**src/hdl/ksha_pkg.sv**
```systemverilog
// Shared types, constants and hash helpers for the k-mer soft hash accumulator.
`default_nettype none

package ksha_pkg;

  localparam int LEN_W     = 6;
  localparam int LANE_W    = 6;
  localparam int SUM_W     = 32;
  localparam int CFG_IDX_W = 4;
  localparam int SALT_N    = 32;

  localparam logic [1:0] OP_START = 2'd0;
  localparam logic [1:0] OP_ADD   = 2'd1;
  localparam logic [1:0] OP_CLEAR = 2'd2;
  localparam logic [1:0] OP_READ  = 2'd3;

  localparam logic [CFG_IDX_W-1:0] CFG_MIN_LEN = 4'd0;
  localparam logic [CFG_IDX_W-1:0] CFG_MAX_LEN = 4'd1;

  localparam logic [LEN_W-1:0] MIN_LEN_RST = 6'd1;
  localparam logic [LEN_W-1:0] MAX_LEN_RST = 6'd32;

  localparam logic [7:0] CHAR_C = 8'h43;
  localparam logic [7:0] CHAR_G = 8'h47;
  localparam logic [7:0] CHAR_T = 8'h54;

  localparam logic [1:0] CODE_A = 2'd0;
  localparam logic [1:0] CODE_C = 2'd1;
  localparam logic [1:0] CODE_G = 2'd2;
  localparam logic [1:0] CODE_T = 2'd3;

  localparam logic [63:0] FMIX_C1 = 64'hff51afd7ed558ccd;
  localparam logic [63:0] FMIX_C2 = 64'hc4ceb9fe1a85ec53;
  localparam int          FMIX_SH = 33;

  localparam logic signed [SUM_W-1:0] SUM_MAX = 32'sh7fffffff;
  localparam logic signed [SUM_W-1:0] SUM_MIN = 32'sh80000000;

  typedef struct packed {
    logic [1:0] op;
    logic [7:0] symbol;
  } in_item_t;

  typedef struct packed {
    logic [LANE_W-1:0]       lane;
    logic signed [SUM_W-1:0] sum_value;
    logic                    last;
  } out_item_t;

  typedef struct packed {
    logic clear_window;
    logic add_base;
    logic clear_sums;
    logic load_k;
    logic issue;
    logic rd_shift;
  } ksha_cmd_t;

  typedef struct packed {
    logic hash_empty;
    logic k_at_hi;
    logic pipe_idle;
    logic lane_last;
  } ksha_status_t;

  typedef logic [SALT_N-1:0][63:0] salt_tab_t;

  function automatic logic [1:0] base_code(input logic [7:0] sym);
    logic [1:0] code;
    case (sym)
      CHAR_C:  code = CODE_C;
      CHAR_G:  code = CODE_G;
      CHAR_T:  code = CODE_T;
      default: code = CODE_A;
    endcase
    return code;
  endfunction

  function automatic logic [63:0] fmix64(input logic [63:0] x);
    logic [63:0] h;
    h = x ^ (x >> FMIX_SH);
    h = h * FMIX_C1;
    h = h ^ (h >> FMIX_SH);
    h = h * FMIX_C2;
    h = h ^ (h >> FMIX_SH);
    return h;
  endfunction

  function automatic salt_tab_t build_salts();
    salt_tab_t t;
    for (int i = 0; i < SALT_N; i++) begin
      t[i] = fmix64(64'(i + 2));
    end
    return t;
  endfunction

  localparam salt_tab_t SALT_TABLE = build_salts();

endpackage

`default_nettype wire

```
**src/hdl/ksha_ctrl.sv**
```systemverilog
// Controller state machine: decodes ops, sequences k-mer issue, drain and readout.
`default_nettype none

module ksha_ctrl
  import ksha_pkg::*;
(
  input  wire logic         clk,
  input  wire logic         rst_n,
  input  wire logic         in_valid,
  input  wire in_item_t     in_data,
  output logic              in_stall,
  output logic              out_valid,
  input  wire logic         out_stall,
  input  wire ksha_status_t status,
  output ksha_cmd_t         cmd
);

  localparam logic [2:0] ST_IDLE  = 3'd0;
  localparam logic [2:0] ST_SETUP = 3'd1;
  localparam logic [2:0] ST_HASH  = 3'd2;
  localparam logic [2:0] ST_DRAIN = 3'd3;
  localparam logic [2:0] ST_READ  = 3'd4;

  logic [2:0] state_r;
  logic [2:0] state_nxt;
  logic       in_take;

  assign in_stall  = (state_r != ST_IDLE);
  assign out_valid = (state_r == ST_READ);
  assign in_take   = in_valid && !in_stall;

  always_comb begin
    state_nxt = state_r;
    cmd       = '0;
    case (state_r)
      ST_IDLE: begin
        if (in_take) begin
          case (in_data.op)
            OP_START: cmd.clear_window = 1'b1;
            OP_ADD: begin
              cmd.add_base = 1'b1;
              state_nxt    = ST_SETUP;
            end
            OP_CLEAR: cmd.clear_sums = 1'b1;
            OP_READ:  state_nxt = ST_READ;
            default:  state_nxt = ST_IDLE;
          endcase
        end
      end
      ST_SETUP: begin
        if (status.hash_empty) begin
          state_nxt = ST_IDLE;
        end else begin
          cmd.load_k = 1'b1;
          state_nxt  = ST_HASH;
        end
      end
      ST_HASH: begin
        cmd.issue = 1'b1;
        if (status.k_at_hi) state_nxt = ST_DRAIN;
      end
      ST_DRAIN: begin
        if (status.pipe_idle) state_nxt = ST_IDLE;
      end
      ST_READ: begin
        if (!out_stall) begin
          cmd.rd_shift = 1'b1;
          if (status.lane_last) state_nxt = ST_IDLE;
        end
      end
      default: state_nxt = ST_IDLE;
    endcase
  end

  always_ff @(posedge clk) begin
    if (!rst_n) begin
      state_r <= ST_IDLE;
    end else begin
      state_r <= state_nxt;
    end
  end

  a_cmd_excl: assert property (@(posedge clk) disable iff (!rst_n)
    $onehot0({cmd.clear_window, cmd.add_base, cmd.clear_sums,
              cmd.load_k, cmd.issue, cmd.rd_shift}))
    else $error("conflicting datapath commands");

  a_read_end: assert property (@(posedge clk) disable iff (!rst_n)
    (out_valid && !out_stall && status.lane_last) |=> (state_r == ST_IDLE))
    else $error("readout did not end on the last lane");

  a_issue_ok: assert property (@(posedge clk) disable iff (!rst_n)
    cmd.issue |-> !status.hash_empty)
    else $error("issue with an empty length range");

endmodule

`default_nettype wire

```
**config.mk**
```make
export PLATFORM = sky130hd
export DESIGN_NAME = ksha_ctrl
export DESIGN_NICKNAME = d
export VERILOG_FILES = /design/src/hdl/ksha_pkg.sv /design/src/hdl/ksha_ctrl.sv
export SDC_FILE = /design/constraint.sdc
export NUM_CORES = 1
export LEC_CHECK = 0
export BUFFER_PORTS_ARGS = -buffer_cell sky130_fd_sc_hd__buf_2
export CAP_MARGIN = 20
export CORE_AREA = 2 2 39 41
export DETAILED_ROUTE_END_ITERATION = 12
export DIE_AREA = 0 0 41 43
export HOLD_SLACK_MARGIN = 0.08
export PLACE_DENSITY = 0.48
export SETUP_SLACK_MARGIN = 0.4
export SLEW_MARGIN = 10
export SYNTH_ARGS = -nofsm -noshare
export SYNTH_HDL_FRONTEND = slang
export SYNTH_SLANG_ARGS = --single-unit
```
**constraint.sdc**
```tcl
create_clock -name clk -period 1.7 [get_ports clk]
set_clock_uncertainty 0.15 [all_clocks]
set_input_delay 0.34 -clock clk [delete_from_list [all_inputs] [get_ports clk]]
set_output_delay 0.34 -clock clk [all_outputs]
set_load 0.1 [all_outputs]
```
==> impl_metrics.toml <==
[power]
cellPowerDensity_nw_per_um2 = 1490
p_leak_nw = 0.253
peakVddDrop_mv = 0.476

[clocking]
cts-root-buf = "clkbuf_4"
clk_pin_slew_ns = 0.04
cts_tree = "yes"
hold_buffers = 0
numCtsBuffers = 3
cts_buffer_depth = 2
insertion_delay_ns = 0.24
numClockSinks = 3
htree_levels = 1

[global_route]
grt_start_max_net_pins = 8
grt_use_total_pct = 12.2
grt_overflow = 0
grt_pass1_wl_mm = 1.49
grt_pass1_vias = 344
antenna_found_initial = 0

[synth]
synth_top_cell_by_area = "dfxtp_1"
synth_commonest_cells = "3 x dfxtp_1, 3 x inv_1, 3 x nand2_1, 3 x nor2_1, 3 x nor3_1"
synth_edf_count = 0
avgSynthCellArea_um2 = 7.43
yosys.area.top_type_share_pct = 26.1
synth_cells = 31
yosys-top-cells-area = "dfxtp_1 26%, nor3_1 6.5%, nor3b_1 6.5%, and3_1 5.4%, buf_6 4.9%"
synth_ff_type = "dfxtp_1"
synth_nets = 49
postSynth.asyncResetShare_pct = 0
synth_seq_cells = 3
netlist_area_um2 = 230
ys_seq_area_share_pct = 26.1
yosysWarnings = 0
synth_cell_types = 19

[floorplanning]
chipWidth_um = 41
rows = 14
dieHeight_um = 43
core_um2 = 1380
ioPinCount = 26
start_util_pct = 16.6
die-area_um2 = 1760

[setup_path]
worst-r2r-cell-count = 5
r2r_slack_ns = 0.35
path_depth = 4
path_max_fanout = 3
crit_end = "cmd[3]"
cp-startpoint = "state_r[0]"
critical_path.top_delay_family = "simple AND/OR/NAND/NOR gates"
crit_type = "register to output pin"
crit_path_start_kind = "register"
cp_slowest_cell = "dfxtp_2"
required_ns = 1.21
crit-reg2reg-capture = "state_r[2]"
crit_buf_inv = 1
rr_startpoint = "state_r[0]"
endpoint_kind = "output pin"
slowest_delay_ns = 0.33
cp.arrival_ns = 1.42
path_cells = "nor3_4 -> nand2_2 -> nor3b_4 -> buf_12"

[timing]
post-route-period-util_pct = 113
layout_setup_ws_ns = -0.214
hold_viol = 0
worstMarginPinSlew_ns = 0.261
maxSlewViolCount = 0
maxSlewHeadroom_pct = 82.5
rsz0062_at_grt = "yes"
setup_viol = 6
layout_min_cycle_time_ns = 1.91
holdWs_ns = 0.232
fmax_mhz = 522

[placement]
placement.io_buffers = 17
place_ws_ns = -0.0287
dpl.hpwl_um = 629
finalWeightedCongestion = 0.706

[cells_and_area]
syn2layout_area_growth_pct = 169
largest_reg_flops = 3
drive_above_1_share_pct = 78.9
antenna_cells = 0
n_fill_cell = 139
largest_registers = "state_r: 3 flops"
fin_nets = 76
top_register = "state_r"

[outcome]
status = "finished, violations left"
violations = "setup timing"

[worst_hold_path]
hold_path.class = "input pin to register"

[route]
antenna_left = 0
drc_errors = 0
wl_um = 853
num_vias = 322
drtPass1Iterations = 2
first_iter_violations = 2
wl_per_cell_um = 11.7
vias_per_cell = 4.41

[run]
maxCapViolations = 0
## report_power, final
group | total [mW] | switching, mW | internal [mW]
Sequential | 0.115 | 0.0233 | 0.0913
Combinational | 0.677 | 0.412 | 0.266
Clock | 0.132 | 0.0440 | 0.0885
Total | 0.924 | 0.479 | 0.445
## stage by stage
step           util (%)  setup TNS [ns]  total power, mW  instances  cell area [um^2]
5_1_grt            44.8           -1.03            0.968         73               619
2_1_floorplan         -           -1.64            0.525         31               297
6_report           44.8          -0.773            0.924         73               619
4_1_cts            44.5          -0.819            0.920         73               616
3_3_place_gp       37.4               0            0.681         66               518
3_5_place_dp       37.4         -0.0287            0.687         66               518
## worst min-delay path, cell delays in order
cell and delay, ns:
buf_2 0.12, nand2_1 0.06, mux2i_1 0.06
## metal layers
| metal | vias up | part of all wire (%) | global-route usage (%) |
|---|---|---|---|
| li1 | 160 | - | - |
| met5 | - | 0 | 0 |
| met3 | 2 | 5.4 | 2.09 |
| met1 | 150 | 35 | 13.5 |
| met2 | 10 | 57 | 20.9 |
| met4 | 0 | 2.0 | 6.00 |
## cell families after synthesis
kind of cell           Yosys count  share of synthesized area [%]
and+or+nand+nor                 19                           46.7
AOI/OAI and AO/OA                4                           13.0
buffers and inverters            4                           9.78
DFF                              3                           26.1
muxes                            1                           4.35
## timing repair
item / in CTS / in global routing
gates resized for setup: 16 / 1
buffers inserted: 3 / 0
endpoints found under the setup margin: 10 / 11
pin swaps: 9 / 1
## layout by cell type (no fill, tap or decap)
master	Yosys	final
a21oi_1	1	1
mux2i_1	1	1
clkinvlp_4	0	2
nor3b_1	2	1
a32oi_2	0	1
nand2_2	0	1
nand3b_1	1	1
nor3b_4	0	1
and3_4	0	1
nand2b_1	1	1
buf_2	0	9
dfxtp_4	0	2
nor2_4	0	3
and2_4	0	1
dfxtp_2	0	1
buf_6	1	3
and3_1	2	1
nor2b_1	1	1
clkbuf_1	0	1
buf_4	0	4
o32ai_1	1	1
nor3_4	0	3
nand2_1	3	2
buf_12	0	7
inv_2	0	1
a21boi_2	0	1
clkbuf_4	0	3
or3b_4	1	1
nand3_1	1	1
## how the worst min path moves through the flow
stage | start | endpoint | slack, ns | cells after the start
3_5_place_dp | state_r[2] | state_r[1] | 0.35 | 1
3_3_place_gp | state_r[2] | state_r[1] | 0.34 | 1
4_1_cts | rst_n | state_r[0] | 0.23 | 3
6_report | rst_n | state_r[0] | 0.23 | 3
5_1_grt | rst_n | state_r[1] | 0.25 | 2
2_1_floorplan | state_r[2] | state_r[1] | 0.31 | 1
## layout make-up
type                            instances  area [um^2]  share of cell area (%)
Timing Repair Buffer                   23          249                    40.2
Inverter                                3         18.8                    3.03
Tap cell                               16         20.0                    3.23
Multi-Input combinational cell         24          236                    38.2
Sequential cell                         3         68.8                    11.1
Clock buffer                            4         26.3                    4.24
(Power assumes the default switching activity.)
